<file path="src/rtl/vwadpcm_pkg.sv">
`default_nettype none

package vwadpcm_pkg;

  localparam int unsigned ADDR_W   = 5;
  localparam int unsigned DATA_W   = 32;
  localparam int unsigned START_W  = 6;
  localparam int unsigned ADJ_W    = 5;
  localparam int unsigned PRED_W   = 12;
  localparam int unsigned STEPIX_W = 7;
  localparam int unsigned STEP_W   = 15;
  localparam int unsigned PCM_W    = 16;

  // Register indexes on the configuration port (byte address / 4).
  localparam logic [2:0] REG_START_STEP = 3'd0;
  localparam logic [2:0] REG_ADJ_CODE0  = 3'd1;
  localparam logic [2:0] REG_ADJ_CODE1  = 3'd2;
  localparam logic [2:0] REG_ADJ_CODE2  = 3'd3;
  localparam logic [2:0] REG_ADJ_CODE3  = 3'd4;

  localparam logic [ADJ_W-1:0] ADJ_CODE0_RESET = 5'h1F;
  localparam logic [ADJ_W-1:0] ADJ_CODE1_RESET = 5'h02;
  localparam logic [ADJ_W-1:0] ADJ_CODE2_RESET = 5'h1F;
  localparam logic [ADJ_W-1:0] ADJ_CODE3_RESET = 5'h02;

  localparam logic [STEPIX_W-1:0] TWO_BIT_LIMIT = 7'd18;
  localparam logic signed [8:0]   STEPIX_MAX    = 9'sd79;
  localparam logic signed [17:0]  PRED_MIN      = -18'sd2048;
  localparam logic signed [17:0]  PRED_MAX      = 18'sd2047;
  localparam int unsigned         PCM_SHIFT     = 4;  // times 16

  localparam logic [STEP_W-1:0] STEP_TABLE [0:88] = '{
    15'd7, 15'd8, 15'd9, 15'd10, 15'd11, 15'd12, 15'd13, 15'd14, 15'd16, 15'd17,
    15'd19, 15'd21, 15'd23, 15'd25, 15'd28, 15'd31, 15'd34, 15'd37, 15'd41, 15'd45,
    15'd50, 15'd55, 15'd60, 15'd66, 15'd73, 15'd80, 15'd88, 15'd97, 15'd107, 15'd118,
    15'd130, 15'd143, 15'd157, 15'd173, 15'd190, 15'd209, 15'd230, 15'd253, 15'd279,
    15'd307, 15'd337, 15'd371, 15'd408, 15'd449, 15'd494, 15'd544, 15'd598, 15'd658,
    15'd724, 15'd796, 15'd876, 15'd963, 15'd1060, 15'd1166, 15'd1282, 15'd1411,
    15'd1552, 15'd1707, 15'd1878, 15'd2066, 15'd2272, 15'd2499, 15'd2749, 15'd3024,
    15'd3327, 15'd3660, 15'd4026, 15'd4428, 15'd4871, 15'd5358, 15'd5894, 15'd6484,
    15'd7132, 15'd7845, 15'd8630, 15'd9493, 15'd10442, 15'd11487, 15'd12635,
    15'd13899, 15'd15289, 15'd16818, 15'd18500, 15'd20350, 15'd22385, 15'd24623,
    15'd27086, 15'd29794, 15'd32767
  };

  function automatic logic [STEP_W-1:0] step_size(input logic [STEPIX_W-1:0] idx);
    logic [STEP_W-1:0] r;
    if (idx > 7'd88) r = STEP_TABLE[88];
    else r = STEP_TABLE[idx];
    return r;
  endfunction

  // Standard IMA index change for the low three bits of a 4-bit code.
  function automatic logic signed [ADJ_W-1:0] four_bit_adjust(input logic [2:0] mag);
    logic signed [ADJ_W-1:0] r;
    case (mag)
      3'd4:    r = 5'sd2;
      3'd5:    r = 5'sd4;
      3'd6:    r = 5'sd6;
      3'd7:    r = 5'sd8;
      default: r = -5'sd1;
    endcase
    return r;
  endfunction

endpackage

`default_nettype wire

</file>
<file path="src/rtl/variable_width_adpcm_decoder_unit.sv">
`default_nettype none

// Channel   | Direction | Ports
// ----------+-----------+--------------------------------------------------
// in        | input     | in_valid/in_ready, in_data_byte, in_first_byte,
//           |           | in_final_byte
// out       | output    | out_valid/out_ready, out_pcm_sample,
//           |           | out_last_of_byte, out_end_of_track
// cfg       | APB slave | cfg_psel, cfg_penable, cfg_pwrite, cfg_paddr,
//           |           | cfg_pwdata, cfg_prdata, cfg_pready
//
// One code is decoded per cycle, unless the output stalls, from the held byte into the
// output register, so a byte holds two codes when both are 4 bits wide, three when the
// widths mix and four when all four are 2 bits wide. A taken byte goes to the held
// byte before its first code is decoded; the next byte is taken in the cycle its
// predecessor's last code is decoded. A stalled output holds the decode step and the
// held byte. Reset is synchronous, keeps in_ready low and clears state and valid flags.
module variable_width_adpcm_decoder_unit (
  input  wire logic                                 clk,
  input  wire logic                                 rst_n,
  input  wire logic                                 in_valid,
  output logic                                      in_ready,
  input  wire logic [7:0]                           in_data_byte,
  input  wire logic                                 in_first_byte,
  input  wire logic                                 in_final_byte,
  output logic                                      out_valid,
  input  wire logic                                 out_ready,
  output logic signed [vwadpcm_pkg::PCM_W-1:0]      out_pcm_sample,
  output logic                                      out_last_of_byte,
  output logic                                      out_end_of_track,
  input  wire logic                                 cfg_psel,
  input  wire logic                                 cfg_penable,
  input  wire logic                                 cfg_pwrite,
  input  wire logic [vwadpcm_pkg::ADDR_W-1:0]       cfg_paddr,
  input  wire logic [vwadpcm_pkg::DATA_W-1:0]       cfg_pwdata,
  output logic [vwadpcm_pkg::DATA_W-1:0]            cfg_prdata,
  output logic                                      cfg_pready
);

  localparam int unsigned ADJ_W    = vwadpcm_pkg::ADJ_W;
  localparam int unsigned STEPIX_W = vwadpcm_pkg::STEPIX_W;

  // Configuration registers
  logic [vwadpcm_pkg::START_W-1:0] start_step_r;
  logic [ADJ_W-1:0]                adj_r [0:3];

  // Held byte
  logic       busy_r;
  logic [7:0] rem_r;
  logic [1:0] pair_r;
  logic       final_r;

  // Decoder state
  logic signed [vwadpcm_pkg::PRED_W-1:0] pred_r, pred_nxt;
  logic [STEPIX_W-1:0]                   step_r, step_nxt;

  // Output register
  logic                                 out_valid_r;
  logic signed [vwadpcm_pkg::PCM_W-1:0] out_pcm_r;
  logic                                 out_last_r;
  logic                                 out_end_r;

  logic                            cfg_wr;
  logic [2:0]                      cfg_idx;
  logic                            advance, accept;
  logic                            use_two, last_code;
  logic [2:0]                      pair_sum;
  logic [vwadpcm_pkg::STEP_W-1:0]  step_val;
  logic [15:0]                     mag;
  logic                            neg;
  logic signed [ADJ_W-1:0]         adj;
  logic signed [17:0]              pred_sum;
  logic signed [8:0]               idx_sum;

  assign cfg_pready = 1'b1;
  assign cfg_wr     = cfg_psel && cfg_penable && cfg_pwrite;
  assign cfg_idx    = cfg_paddr[4:2];

  always_comb begin
    case (cfg_idx)
      vwadpcm_pkg::REG_START_STEP: cfg_prdata = {26'd0, start_step_r};
      vwadpcm_pkg::REG_ADJ_CODE0:  cfg_prdata = {{27{adj_r[0][4]}}, adj_r[0]};
      vwadpcm_pkg::REG_ADJ_CODE1:  cfg_prdata = {{27{adj_r[1][4]}}, adj_r[1]};
      vwadpcm_pkg::REG_ADJ_CODE2:  cfg_prdata = {{27{adj_r[2][4]}}, adj_r[2]};
      vwadpcm_pkg::REG_ADJ_CODE3:  cfg_prdata = {{27{adj_r[3][4]}}, adj_r[3]};
      default:                     cfg_prdata = '0;
    endcase
  end

  always_ff @(posedge clk) begin
    if (!rst_n) begin
      start_step_r <= '0;
      adj_r[0]     <= vwadpcm_pkg::ADJ_CODE0_RESET;
      adj_r[1]     <= vwadpcm_pkg::ADJ_CODE1_RESET;
      adj_r[2]     <= vwadpcm_pkg::ADJ_CODE2_RESET;
      adj_r[3]     <= vwadpcm_pkg::ADJ_CODE3_RESET;
    end else if (cfg_wr) begin
      case (cfg_idx)
        vwadpcm_pkg::REG_START_STEP: start_step_r <= cfg_pwdata[5:0];
        vwadpcm_pkg::REG_ADJ_CODE0:  adj_r[0] <= cfg_pwdata[4:0];
        vwadpcm_pkg::REG_ADJ_CODE1:  adj_r[1] <= cfg_pwdata[4:0];
        vwadpcm_pkg::REG_ADJ_CODE2:  adj_r[2] <= cfg_pwdata[4:0];
        vwadpcm_pkg::REG_ADJ_CODE3:  adj_r[3] <= cfg_pwdata[4:0];
        default: ;
      endcase
    end
  end

  // Decode step for the code at the bottom of the held byte.
  always_comb begin
    step_val = vwadpcm_pkg::step_size(step_r);
    // A 4-bit code never starts in the top pair of the byte.
    use_two  = (step_r < vwadpcm_pkg::TWO_BIT_LIMIT) || (pair_r == 2'd3);
    mag      = {4'd0, step_val[14:3]};
    if (use_two) begin
      if (rem_r[0]) mag = mag + {1'b0, step_val};
      neg = rem_r[1];
      adj = adj_r[rem_r[1:0]];
      pair_sum = {1'b0, pair_r} + 3'd1;
    end else begin
      if (rem_r[0]) mag = mag + {3'd0, step_val[14:2]};
      if (rem_r[1]) mag = mag + {2'd0, step_val[14:1]};
      if (rem_r[2]) mag = mag + {1'b0, step_val};
      neg = rem_r[3];
      adj = vwadpcm_pkg::four_bit_adjust(rem_r[2:0]);
      pair_sum = {1'b0, pair_r} + 3'd2;
    end
    last_code = pair_sum[2];

    idx_sum = $signed({2'b00, step_r}) + 9'(adj);
    if (idx_sum < 9'sd0) step_nxt = '0;
    else if (idx_sum > vwadpcm_pkg::STEPIX_MAX) step_nxt = STEPIX_W'(vwadpcm_pkg::STEPIX_MAX);
    else step_nxt = idx_sum[STEPIX_W-1:0];

    pred_sum = neg ? (18'(pred_r) - $signed({2'b00, mag}))
                   : (18'(pred_r) + $signed({2'b00, mag}));
    if (pred_sum < vwadpcm_pkg::PRED_MIN) pred_nxt = vwadpcm_pkg::PRED_MIN[11:0];
    else if (pred_sum > vwadpcm_pkg::PRED_MAX) pred_nxt = vwadpcm_pkg::PRED_MAX[11:0];
    else pred_nxt = pred_sum[11:0];
  end

  assign advance   = busy_r && (!out_valid_r || out_ready);
  assign in_ready  = rst_n && (!busy_r || (advance && last_code));
  assign accept    = in_valid && in_ready;
  assign out_valid = out_valid_r;
  assign out_pcm_sample   = out_pcm_r;
  assign out_last_of_byte = out_last_r;
  assign out_end_of_track = out_end_r;

  always_ff @(posedge clk) begin
    if (!rst_n) begin
      busy_r      <= 1'b0;
      out_valid_r <= 1'b0;
      pred_r      <= '0;
      step_r      <= '0;
    end else begin
      if (accept) busy_r <= 1'b1;
      else if (advance && last_code) busy_r <= 1'b0;

      if (advance) out_valid_r <= 1'b1;
      else if (out_ready) out_valid_r <= 1'b0;

      // A first byte restarts the track after the previous byte's last code.
      if (accept && in_first_byte) begin
        pred_r <= '0;
        step_r <= {1'b0, start_step_r};
      end else if (advance) begin
        pred_r <= pred_nxt;
        step_r <= step_nxt;
      end
    end
  end

  always_ff @(posedge clk) begin
    if (accept) begin
      rem_r   <= in_data_byte;
      pair_r  <= 2'd0;
      final_r <= in_final_byte;
    end else if (advance) begin
      rem_r  <= use_two ? (rem_r >> 2) : (rem_r >> 4);
      pair_r <= pair_sum[1:0];
    end

    if (advance) begin
      out_pcm_r  <= {pred_nxt, {vwadpcm_pkg::PCM_SHIFT{1'b0}}};
      out_last_r <= last_code;
      out_end_r  <= last_code && final_r;
    end
  end

endmodule

`default_nettype wire
</file>
<file path="config.mk">
export PLATFORM = sky130hd
export DESIGN_NAME = variable_width_adpcm_decoder_unit
export DESIGN_NICKNAME = d
export VERILOG_FILES = /design/src/rtl/vwadpcm_pkg.sv /design/src/rtl/variable_width_adpcm_decoder_unit.sv
export SDC_FILE = /design/constraint.sdc
export NUM_CORES = 1
export LEC_CHECK = 0
export BUFFER_PORTS_ARGS = -buffer_cell sky130_fd_sc_hd__buf_2
export CORE_MARGIN = 4
export CORE_UTILIZATION = 60
export CTS_CLUSTER_SIZE = 20
export DETAILED_ROUTE_END_ITERATION = 10
export PLACE_DENSITY = 0.9
export REMOVE_ABC_BUFFERS = 1
export SYNTH_ARGS = -nofsm -noshare
export SYNTH_HDL_FRONTEND = slang
export SYNTH_SLANG_ARGS = --single-unit
</file>
<file path="constraint.sdc">
create_clock -name clk -period 23.7 [get_ports clk]
set_input_delay 1.185 -clock clk [delete_from_list [all_inputs] [get_ports clk]]
set_output_delay 1.185 -clock clk [all_outputs]
set_load 0.05 [all_outputs]
</file>
==> Word level (Yosys, flattened, before mapping) <==
Memories as Yosys holds them, arrays and structs flattened. A register that Yosys moved wholly into a read port is not among the register bits.
Cells that the tools add are included.
{ "totals": {"reg_bits": 52, "mem_bits_rw": 20, "rom_bits": 1920, "inputBits": 54, "output_inout_bits": 53, "word_cells": 116, "n_memories": 2} }
{ "mem_list": {"columns": ["memory", "words", "word_bits", "rd", "rd_ports_with_merged_regs", "write_ports", "line", "text"], "rows": [
  ["(no name shown)", 128, 15, 1, 0, 0, "vwadpcm_pkg.sv:49", "else r = STEP_TABLE[idx];"],
  ["adj_r", 4, 5, 5, 1, 4, "variable_width_adpcm_decoder_unit.sv:45", "logic [ADJ_W-1:0] adj_r [0:3];"]
]} }
{ "op_classes": {"addsub": 9, "n_lt_le_gt_ge": 7, "eq_ne": 9, "n_mux": 51, "n_bitwise": 6, "reduce_logical": 20} }
{ "ops": {"columns": ["cell", "count"], "rows": [
  ["case mux 32 bit (5 select lines)", 1],
  ["two-way mux 16 bit", 6],
  ["two-way mux 15 bit", 3],
  ["two-way mux 5 bit", 5],
  ["two-way mux 12 bit", 2],
  ["two-way mux 1 bit", 22],
  ["case mux 5 bit (4 select lines)", 1],
  ["adder 12 x 17 -> 18 bit", 1],
  ["greater-than comparator 18 x 12 -> 1 bit (second input constant)", 1],
  ["less-than comparator 18 x 12 -> 1 bit (second input constant)", 1],
  ["two-way mux 18 bit", 1],
  ["two-way mux 6 bit", 3],
  ["subtractor 12 x 17 -> 18 bit", 1],
  ["adder 12 x 15 -> 16 bit", 1],
  ["adder 16 x 14 -> 16 bit", 1],
  ["adder 16 x 15 -> 16 bit", 1],
  ["two-way mux 8 bit", 2],
  ["equality test 3 bit (second input constant)", 5],
  ["adder 12 x 13 -> 14 bit", 1],
  ["two-way mux 14 bit", 1],
  ["two-way mux 7 bit", 2],
  ["adder 8 x 5 -> 9 bit", 1],
  ["greater-than comparator 9 x 8 -> 1 bit (second input constant)", 1],
  ["less-than comparator 9 x 1 -> 1 bit (second input constant)", 1],
  ["20 further kinds", 37]
]} }

==> Longest topological paths before layout <==
Gate-level depths: netlist of the first run.
{ "depth": {"ltp_word": 19, "mapped_depth": 54, "ltp_nobuf": 48} }

==> Least setup slack after synthesis of the first run <==
Ideal clock, no wire load.
{ "synth_timing": {"path_type": "reg-to-reg", "start": "register step_r[2]", "end": "register out_pcm_r (netlist bit out_pcm_sample[10]) (data pin)", "setup_time_ps": 255, "arrival_ps": 9906, "path_slack_ps": 13539, "stages_incl_launch_ff": 46, "n_path_buf": 8, "synth_period_minus_slack_ps": 10161, "cell_sequence": "dfxtp_1 > buf_2 > buf_2 > buf_2 > buf_2 > buf_1 > buf_1 > clkbuf_1 > a31oi_1 > a211oi_1 > a21oi_1 > o22a_1 > ha_1 > ha_1 > a21o_1 > a311o_1 > or2_2 > a211oi_1 > [10 not listed] > nand3_1 > o211a_1 > nor3b_1 > and4_1 > nand4_2 > nand2_1 > xnor2_1 > ha_1 > and2_1 > o21ai_0 > o21ai_0 > o41ai_1 > xnor2_1 > o311ai_0 > o31ai_1 > buf_2 > o21ai_0 > and2_1"} }
{ "synth_between": {"elab_chain_cells": 19, "word_cells_on_any_way": 27, "cone_classes": "6 x add/sub; 4 x order compare; 14 x mux; 1 x bitwise; 1 x reduce/logical; 1 x memory"} }
{ "synth_lines": {"columns": ["element", "line", "text"], "rows": [
  ["start, declared", "variable_width_adpcm_decoder_unit.sv:55", "logic [STEPIX_W-1:0] step_r, step_nxt;"],
  ["start signal, assigned", "variable_width_adpcm_decoder_unit.sv:166", "step_r <= {1'b0, start_step_r};"],
  ["start signal, assigned", "variable_width_adpcm_decoder_unit.sv:169", "step_r <= step_nxt;"],
  ["NOT 7 -> 8 bit (not written as such)", "vwadpcm_pkg.sv:49", null],
  ["memory (128 x 15 bit)", null, null],
  ["two-way mux 15 bit (not written as such) (2 in a row)", "vwadpcm_pkg.sv:49", null],
  ["two-way mux 15 bit", "vwadpcm_pkg.sv:48", "if (idx > 7'd88) r = STEP_TABLE[88];"],
  ["adder 12 x 13 -> 14 bit", "variable_width_adpcm_decoder_unit.sv:121", "if (rem_r[0]) mag = mag + {3'd0, step_val[14:2]};"],
  ["two-way mux 14 bit", "variable_width_adpcm_decoder_unit.sv:121", null],
  ["two-way mux 16 bit", "variable_width_adpcm_decoder_unit.sv:115", "if (use_two) begin"],
  ["adder 16 x 14 -> 16 bit", "variable_width_adpcm_decoder_unit.sv:122", "if (rem_r[1]) mag = mag + {2'd0, step_val[14:1]};"],
  ["[3 not listed]", null, null],
  ["two-way mux 16 bit", "variable_width_adpcm_decoder_unit.sv:123", "if (rem_r[2]) mag = mag + {1'b0, step_val};"],
  ["two-way mux 16 bit", "variable_width_adpcm_decoder_unit.sv:115", null],
  ["adder 12 x 17 -> 18 bit or subtractor 12 x 17 -> 18 bit (tied branches)", "variable_width_adpcm_decoder_unit.sv:136, variable_width_adpcm_decoder_unit.sv:135", null],
  ["two-way mux 18 bit *", "variable_width_adpcm_decoder_unit.sv:135", "pred_sum = neg ? (18'(pred_r) - $signed({2'b00, mag}))"],
  ["greater-than comparator 18 x 12 -> 1 bit", "variable_width_adpcm_decoder_unit.sv:138", "else if (pred_sum > vwadpcm_pkg::PRED_MAX) pred_nxt = vwadpcm_pkg::PRED_MAX[11:0];"],
  ["two-way mux 12 bit", "variable_width_adpcm_decoder_unit.sv:138", null],
  ["two-way mux 12 bit *", "variable_width_adpcm_decoder_unit.sv:137", "if (pred_sum < vwadpcm_pkg::PRED_MIN) pred_nxt = vwadpcm_pkg::PRED_MIN[11:0];"],
  ["via pred_nxt (one bit)", "variable_width_adpcm_decoder_unit.sv:54", "logic signed [vwadpcm_pkg::PRED_W-1:0] pred_r, pred_nxt;"],
  ["end signal, assigned", "variable_width_adpcm_decoder_unit.sv:185", "out_pcm_r <= {pred_nxt, {vwadpcm_pkg::PCM_SHIFT{1'b0}}};"],
  ["end, declared", "variable_width_adpcm_decoder_unit.sv:59", "logic signed [vwadpcm_pkg::PCM_W-1:0] out_pcm_r;"]
]} }
The timed path passes the listed nets; every way through them passes the cells marked *. The select of a mux whose other input is x is not followed.
A chain may end at the register's enable or synchronous reset.

==> Worst setup path in the final report of the first run <==
{ "layout_timing": {"start": "register step_r[1]", "end": "register out_pcm_r (netlist bit out_pcm_sample[4]) (data pin)"} }
Same word-level chain as after synthesis.

==> impl_metrics.py, run 1 <==
metrics = {
    "status": {
        "outcome": "completed",
    },
    "placement": {
        "gp_congestion": 1.01,
        "io_buffer_count": 73,
        "hpwlAfterDp_mm": 22.8,
    },
    "cts": {
        "clockBufferDepth": 2,
        "clock_sinks": 74,
        "cts_resized": 0,
        "cts_htree_levels": 3,
        "root_buffer": "clkbuf_16",
        "clk_pin_slew_ns": 0.06,
        "cts-hold-fix-buffers": 0,
        "post-cts-setup-buffers": 0,
        "cts_buffers": 9,
        "cts_tree": "yes",
        "clk_latency_ns": 0.35,
    },
    "synth": {
        "syn_area_per_cell_um2": 7.63,
        "synth_commonest_cells": "nand2_1 (128), nor2_1 (117), a21oi_1 (99)",
        "synth_edf_count": 43,
        "synth_ff_type": "edfxtp_1",
        "seq_area_frac_synth_pct": 17.9,
        "ys_warn_count": 0,
        "ys_ff_latch": 74,
        "synth_cells": 1397,
        "ys_types": 86,
        "yosys.area.top_type": "edfxtp_1",
        "synth.area.top_cells": "edfxtp_1 (12%), ha_1 (10%), dfxtp_1 (5.8%)",
        "syn_area_mm2": 0.0107,
        "synth_top_area_share_pct": 12.1,
        "synthMostInstantiatedCell": "nand2_1",
        "ys_async_sr_fraction_pct": 0,
    },
    "sta": {
        "fin_crit_sh_pct": 54.1,
        "hold_viol": 0,
        "slew_headroom_pct": 17.1,
        "drv_slew": 0,
        "rsz0062_at_grt": "false",
        "worst_slew_pin_slew_ns": 1.24,
        "fin_crit_ns": 12.81,
        "fmaxAchievable_mhz": 78.1,
        "setup_viol": 0,
        "skew_ns": 0.00879,
    },
    "setup_path": {
        "critPathCaptureType": "register",
        "worstReg2RegEnd": "out_pcm_sample[4]",
        "critPathBufInv": 4,
        "arrival_ns": 12.90,
        "crit_fanout": 21,
        "crit_family": "compound AO/OA/AOI/OAI gates",
        "r2r_cells": 42,
        "cp_slowest_cell": "dfxtp_1",
        "rr_startpoint": "step_r[1]",
        "crit_path_start_kind": "register",
        "crit_type": "register to register",
        "crit_path_start": "step_r[1]",
        "cp_common_cell": "ha_1",
        "cp.required_ns": 23.79,
        "r2r_slack_ns": 10.89,
        "cpPeakStageDelay_ns": 0.82,
    },
    "hold_path": {
        "hold_end": "out_valid",
        "worstHoldStart": "busy_r",
        "min_path_cells": 2,
        "hp-class": "register to register",
    },
    "route": {
        "viasPerCell": 6.87,
        "drc_errors": 0,
        "vias": 11200,
        "wl_per_cell_um": 19.6,
        "first_pass_iters": 6,
        "antenna_left": 0,
        "wl_mm": 31.8,
        "first_iter_violations": 1497,
    },
    "die": {
        "die_h_um": 141,
        "start_util_pct": 61.4,
        "die_x_um": 141,
        "dieArea_mm2": 0.0200,
        "io_pins": 107,
        "coreArea_mm2": 0.0174,
        "placementRows": 48,
    },
    "layout": {
        "nets": 1544,
        "syn2layout_area_growth_pct": 5.19,
        "fin_util_pct": 64.6,
        "final_layout_size_suffix_gt1_share_pct": 11.0,
        "n_antenna_cell": 0,
        "nFillCells": 1413,
    },
    "global_routing": {
        "grt_max_degree": 69,
        "gr-total-overflow": 0,
        "antenna_found_initial": 0,
        "grt_pass1_wl_mm": 51.9,
        "grt_pass1_vias": 10600,
        "grt_util_all_layers_pct": 31.1,
    },
    "flow_run": {
        "drv_cap": 0,
    },
}
==> kinds of logic after synthesis <==
logic type / after synthesis / synth area share, %
flip-flops: 74 / 17.9
AO/OA/AOI/OAI: 461 / 29.5
adder cells (fa/ha/maj): 96 / 11.6
other: 2 / 0.0705
XOR/XNOR: 66 / 5.43
multiplexers: 43 / 5.26
buffers and inverters: 163 / 7.03
AND/OR/NAND/NOR: 492 / 23.2
==> cell usage in the layout, fill, tap and decap left out, types with 29 or more instances in the layout <==
| cell type | instances |
|---|---|
| and2_1 | 31 |
| inv_1 | 51 |
| nand2_1 | 128 |
| nor2b_1 | 31 |
| a21oi_1 | 98 |
| a21o_1 | 29 |
| ha_1 | 89 |
| mux2i_1 | 29 |
| xnor2_1 | 43 |
| edfxtp_1 | 43 |
| buf_2 | 73 |
| nor2_1 | 117 |
| nand2b_1 | 29 |
| o21ai_0 | 94 |
| dfxtp_1 | 29 |
| nor3_1 | 32 |
==> per-layer routing <==
metal,global-route usage (%),wire length (µm)
met5,0,0
met4,14.9,1460
met3,5.29,3230
met2,51.6,14700
met1,39.5,12400
==> final cells by class <==
| type | instances | area (µm²) | share of cell area [%] |
|---|---|---|---|
| Multi-Input combinational cell | 1163 | 8020 | 71.5 |
| Sequential cell | 74 | 1910 | 17.1 |
| Timing Repair Buffer | 91 | 500 | 4.47 |
| Tap cell | 225 | 282 | 2.51 |
| Clock buffer | 10 | 229 | 2.04 |
| Inverter | 57 | 216 | 1.93 |
| Clock inverter | 6 | 48.8 | 0.435 |
==> state kept, by name (all words and copies together) (netlist names), 2 cells and up, named ones only <==
name,cells
pair_r,2
rem_r,8
start_step_r,6
pred_r,12
step_r,7
adj_r,20
out_pcm_sample,12
==> per-stage QoR <==
step                hold WS [ns]  setup slack, ns  setup TNS, ns  cells  cell area, µm²
CTS                        0.510            11.27              0   1626           11200
floorplan                  0.456            -6.28        -156.58   1294           10100
finish                     0.508            10.89              0   1626           11200
global route               0.535            10.06              0   1626           11200
detailed placement         0.496            11.35              0   1610           10900
global placement           0.473            11.60              0   1610           10900
==> worst max-delay path by stage <==
| stage | depth (start not counted) | slack (ns) | endpoint |
|---|---|---|---|
| floorplan | 5 | -6.28 | cfg_prdata[4] |
| global placement | 42 | 11.60 | out_pcm_sample[4] |
| detailed placement | 42 | 11.35 | out_pcm_sample[4] |
| CTS | 42 | 11.27 | out_pcm_sample[4] |
| global route | 45 | 10.06 | out_pcm_sample[4] |
| finish | 42 | 10.89 | out_pcm_sample[4] |
==> worst reg2reg max path, delay by kind of cell, from the launching register on <==
| family | cells | cell delay, ns |
|---|---|---|
| AND/OR/NAND/NOR | 13 | 3.28 |
| buffers and inverters | 4 | 1.27 |
| XOR/XNOR | 4 | 0.83 |
| AO/OA/AOI/OAI | 16 | 4.38 |
| flip-flops | 1 | 0.82 |
| adder cells (fa/ha/maj) | 5 | 1.97 |
Power of run 1 is not shown: default switching activity piles up to over one toggle a cycle in this logic, so the estimate is an artifact.
==> run 2, diff against run 1 <==
CORE_UTILIZATION = 56   (was 60)
PLACE_DENSITY = 0.88   (was 0.9)
clock period = 10.66 ns   (was 23.7 ns; I/O delays follow)
==> run 2 against run 1 <==
Against the previous run:
- global-route usage decreased by 1.8 points
- setup slack worse by 10 ns
- via count grew 2.5%
- clock skew fell by 0.0026 ns
- final area is 4.1% higher
- worst hold slack lost 0.12 ns
- clock-buffer cell count unchanged
- flip-flop and latch count did not move
- maximum frequency up 27%
- utilization down 2.2 points
- die area up 6.7%
- non-clock buffer count rose by 32
- largest cell class unchanged
==> impl_metrics.py, run 2 (same netlist as run 1, synthesis figures left out) <==
metrics = {
    "status": {
        "outcome": "completed",
    },
    "setup_path": {
        "arrival_ns": 10.25,
        "cpPeakStageDelay_ns": 0.40,
        "crit_type": "register to register",
        "crit_fanout": 12,
        "cp_slowest_cell": "ha_2",
        "r2r_cells": 48,
        "r2r_slack_ns": 0.61,
        "critPathCaptureType": "register",
        "worstReg2RegEnd": "out_pcm_sample[5]",
        "crit_path_start_kind": "register",
        "cp.required_ns": 10.86,
        "cp_common_cell": "ha_1",
        "crit_family": "compound AO/OA/AOI/OAI gates",
        "rr_startpoint": "step_r[0]",
        "critPathBufInv": 5,
    },
    "placement": {
        "hpwlAfterDp_mm": 23.9,
        "io_buffer_count": 73,
        "gp_congestion": 0.977,
        "placedCellCount": 1647,
        "place_area_mm2": 0.0112,
    },
    "layout": {
        "final_layout_size_suffix_gt1_share_pct": 14.7,
        "instances_no_fill": 1667,
        "seq_area_mm2": 0.00192,
        "nets": 1576,
        "final_common_cell": "nand2_1",
        "layout_common_cells": "nand2_1 (128), nor2_1 (117), a21oi_1 (95), o21ai_0 (89), ha_1 (80)",
        "syn2layout_area_growth_pct": 9.54,
        "n_antenna_cell": 0,
        "multi_input_area_mm2": 0.00817,
        "top_register": "adj_r",
        "fin_area_mm2": 0.0117,
        "largest_reg_flops": 20,
        "nFillCells": 1518,
    },
    "cts": {
        "cts_htree_levels": 3,
        "cts_buffers": 9,
        "clock_sinks": 74,
        "cts_tree": "yes",
        "clockBufferDepth": 2,
        "clk_latency_ns": 0.34,
        "clk_pin_slew_ns": 0.06,
        "root_buffer": "clkbuf_16",
    },
    "hold_path": {
        "min_path_cells": 1,
        "worstHoldStart": "in_final_byte",
        "hold_end": "final_r",
        "hp-class": "input port to register",
    },
    "route": {
        "antenna_left": 0,
        "first_iter_violations": 1448,
        "wl_per_cell_um": 19.9,
        "wl_mm": 33.3,
        "vias": 11400,
        "drc_errors": 0,
        "viasPerCell": 6.86,
        "first_pass_iters": 6,
    },
    "global_routing": {
        "grt_pass1_wl_mm": 52.7,
        "gr-total-overflow": 0,
        "antenna_found_initial": 0,
        "grt_pass1_vias": 10600,
        "grt_util_all_layers_pct": 29.3,
        "grt_max_degree": 44,
    },
    "sta": {
        "hold_viol": 0,
        "fmaxAchievable_mhz": 99.5,
        "fin_crit_sh_pct": 94.3,
        "tns_ns": 0,
        "drv_slew": 0,
        "setup_viol": 0,
        "fin_crit_ns": 10.05,
        "skew_ns": 0.00623,
        "worst_slew_pin_slew_ns": 1.20,
        "rsz0062_at_grt": "true",
        "holdWs_ns": 0.391,
        "slew_headroom_pct": 19.7,
    },
    "die": {
        "placementRows": 50,
        "coreArea_mm2": 0.0187,
        "die_x_um": 146,
        "io_pins": 107,
        "dieArea_mm2": 0.0213,
        "die_h_um": 146,
        "start_util_pct": 57.0,
    },
    "flow_run": {
        "drv_cap": 0,
    },
}
run 2: changes by cell type in the layout (fill, tap and decap cells not counted), moves of 3 or more:
cell,delta
buf_4,+30
ha_1,-9
ha_4,+5
o21ai_0,-5
o21ai_1,+5
ha_2,+4
a21oi_1,-3
a21oi_2,+3
run 2: repair_timing:
| action | CTS | global route |
|---|---|---|
| buffers inserted | 0 | 4 |
| hold buffers | 0 | 0 |
| endpoints found under the setup margin | 0 | 24 |
| resized for setup | 0 | 44 |
run 2: area by class of cell:
cell class	count	share of cell area, %
sequential	74	16.5
clock buffer	10	1.96
timing repair buffer	123	6.44
clock inverter	6	0.772
multi-input combinational	1163	70.0
tap	234	2.51
inverter	57	1.87
run 2: layer usage:
metal | track usage, % | wire, µm | up-vias
li1 | - | - | 5270
met1 | 38.3 | 13000 | 5250
met2 | 49.4 | 15500 | 771
met3 | 4.30 | 3370 | 149
met4 | 10.7 | 1350 | 0
met5 | 0 | 0 | -
run 2: how the worst max path moves through the flow:
stage | startpoint | endpoint | cells after the start
after floorplan | cfg_paddr[2] | cfg_prdata[4] | 5
after global placement | step_r[0] | out_pcm_sample[4] | 44
after detailed placement | step_r[1] | out_pcm_sample[4] | 44
after CTS | step_r[1] | out_pcm_sample[4] | 44
after global routing | step_r[0] | out_pcm_sample[4] | 46
final | step_r[0] | out_pcm_sample[5] | 48
run 2: through the flow:
step | utilization (%) | setup slack [ns]
floorplan | - | -18.01
global placement | 59.6 | 0.259
global route | 62.4 | -0.0755
CTS | 61.3 | 0.0815
detailed placement | 59.6 | 0.145
finish | 62.4 | 0.608
run 2: worst reg2reg max path: cells and delay by family (launching register included):
kind                     cells  cell delay, ns
AO/OA/AOI/OAI               20            4.35
adder cells (fa/ha/maj)      6            1.87
AND/OR/NAND/NOR             12            1.72
buffers and inverters        5            0.76
XOR/XNOR                     4            0.65
flip-flops                   1            0.32
multiplexers                 1            0.25
Power of run 2 is left out for the same reason.
==> run 3, diff against run 2 <==
ABC_AREA = 1   (was default)
CORE_ASPECT_RATIO = 0.5   (was default)
CORE_UTILIZATION = 55   (was 56)
PLACE_DENSITY = 0.87   (was 0.88)
==> run 3 against run 2 <==
Against the previous run:
- synthesized cell count increased by 8.4%
- clock-buffer cell count unchanged
- die area down 4.9%
- flip-flop and latch count is the same
- largest cell class unchanged
- highest routed layer unchanged
==> impl_metrics.py, run 3 <==
metrics = {
    "route": {
        "wl_per_cell_um": 15.2,
        "antenna_left": 0,
        "first_pass_iters": 8,
        "viasPerCell": 5.84,
        "first_iter_violations": 1151,
        "drc_errors": 0,
        "wl_mm": 27.0,
        "vias": 10400,
    },
    "sta": {
        "skew_ns": 0.00857,
        "fin_crit_sh_pct": 88.9,
        "fin_crit_ns": 9.47,
        "drv_slew": 0,
        "worst_slew_pin_slew_ns": 1.00,
        "rsz0062_at_grt": "false",
        "slew_headroom_pct": 33.3,
        "setup_viol": 0,
        "fmaxAchievable_mhz": 106,
        "hold_viol": 0,
        "tns_ns": 0,
    },
    "synth": {
        "syn_area_per_cell_um2": 6.51,
        "ys_ff_latch": 74,
        "synth_edf_count": 43,
        "seq_area_frac_synth_pct": 19.4,
        "synthMostInstantiatedCell": "nand2_1",
        "synth_commonest_cells": "nand2_1 (345), inv_1 (199), nor2_1 (115)",
        "yosys.area.top_type": "nand2_1",
        "ys_warn_count": 0,
        "synth_ff_type": "edfxtp_1",
        "ys_async_sr_fraction_pct": 0,
        "syn_area_mm2": 0.00985,
        "synth.area.top_cells": "nand2_1 (13%), edfxtp_1 (13%), ha_1 (11%)",
        "synth_top_area_share_pct": 13.1,
        "ys_types": 63,
        "synth_cells": 1514,
    },
    "die": {
        "die_x_um": 197,
        "placementRows": 34,
        "coreArea_mm2": 0.0175,
        "io_pins": 107,
        "die_h_um": 103,
        "dieArea_mm2": 0.0203,
        "start_util_pct": 56.4,
    },
    "hold_path": {
        "hp-class": "input port to register",
    },
    "cts": {
        "cts_buffers": 9,
        "clk_latency_ns": 0.33,
        "cts-hold-fix-buffers": 0,
        "post-cts-setup-buffers": 0,
        "root_buffer": "clkbuf_16",
        "clk_pin_slew_ns": 0.06,
        "cts_resized": 0,
        "cts_htree_levels": 3,
        "clock_sinks": 74,
        "clockBufferDepth": 2,
        "cts_tree": "yes",
    },
    "global_routing": {
        "grt_max_degree": 42,
        "grt_use_met2_pct": 42.6,
        "gr-total-overflow": 0,
        "use_met3_pct": 5.03,
        "grt_util_all_layers_pct": 26.1,
        "grt_pass1_vias": 9268,
        "antenna_found_initial": 0,
        "busiest_layer": "met2",
        "use_met1_pct": 36.2,
        "grt_pass1_wl_mm": 44.2,
    },
    "setup_path": {
        "cp_common_cell": "nand2_1",
        "crit_type": "register to register",
        "crit_path_start_kind": "register",
        "cpPeakStageDelay_ns": 0.75,
        "arrival_ns": 9.55,
        "cp.required_ns": 10.74,
        "cp_slowest_cell": "dfxtp_1",
        "critPathCaptureType": "register",
        "crit_fanout": 16,
    },
    "layout": {
        "syn2layout_area_growth_pct": 6.41,
        "nets": 1688,
        "final_common_cell": "nand2_1",
        "layout_common_cells": "nand2_1 (345), inv_1 (199), nor2_1 (115), a21oi_1 (113), nand3_1 (104)",
        "n_antenna_cell": 0,
        "top_register": "adj_r",
        "final_layout_size_suffix_gt1_share_pct": 11.8,
        "largest_reg_flops": 20,
        "nFillCells": 1558,
    },
    "flow_run": {
        "drv_cap": 0,
    },
    "placement": {
        "io_buffer_count": 73,
        "gp_congestion": 1.01,
        "hpwlAfterDp_mm": 20.6,
    },
    "status": {
        "outcome": "completed",
    },
}
run 3: cell count changes after synthesis, sizes merged, moves of 21 or more:
cell and change:
clkbuf -38, xnor2 -27, nand2b -29, nor2b -31, inv +155, nand3 +89, and2 -27, or3 -25
nand2 +254, mux2i -29, a21oi +21, a21o -21
run 3: cells by family after synthesis:
group / Yosys count / share of synthesized area (%)
fa+ha+maj: 94 / 12.3
simple gates: 681 / 31.0
compound gates: 322 / 19.2
flops: 74 / 19.4
other cells: 2 / 0.0762
xor+xnor: 59 / 5.32
buf+inv: 282 / 12.6
run 3: worst paths after layout:
check | startpoint | endpoint | slack (ns) | cells after the start
max | step_r[2] | out_pcm_sample[5] | 1.19 | 55
min | in_final_byte | final_r | 0.38 | 1
max reg2reg | step_r[2] | out_pcm_sample[5] | 1.19 | 55
min reg2reg | busy_r | out_valid | 0.48 | 2
run 3: cell type report:
class,instances,area [µm²],area share (%)
multi-input cells,1161,6710,64.0
flip-flops and latches,74,1910,18.2
inverters,213,805,7.67
repair buffers,81,425,4.06
well taps,234,293,2.79
clock buffers,10,250,2.39
clock inverters,6,93.8,0.895
run 3: critical path, delay by kind of cell (launching register included):
kind            cells  cell delay (ns)
xor+xnor            4             0.65
fa+ha+maj           4             1.47
buf+inv             7             0.84
flops               1             0.75
simple gates       26             3.23
compound gates     14             2.24
run 3: metal layers:
| layer | vias up | share of wire, % |
|---|---|---|
| li1 | 5084 | - |
| met1 | 4631 | 44 |
| met2 | 589 | 43 |
| met3 | 77 | 9.8 |
| met4 | 0 | 2.3 |
| met5 | - | 0 |
run 3: metrics by stage:
stage | cells | instance area [µm²] | hold WS (ns) | worst slack, ns | utilization [%]
after floorplan | 1448 | 9420 | 0.451 | 1.59 | -
after global placement | 1763 | 10100 | 0.468 | 1.57 | 58.0
after detailed placement | 1763 | 10100 | 0.474 | 1.44 | 58.0
after CTS | 1779 | 10500 | 0.373 | 1.38 | 60.0
after global routing | 1779 | 10500 | 0.362 | 0.305 | 60.0
final | 1779 | 10500 | 0.376 | 1.19 | 60.0
Power of run 3 is left out for the same reason.
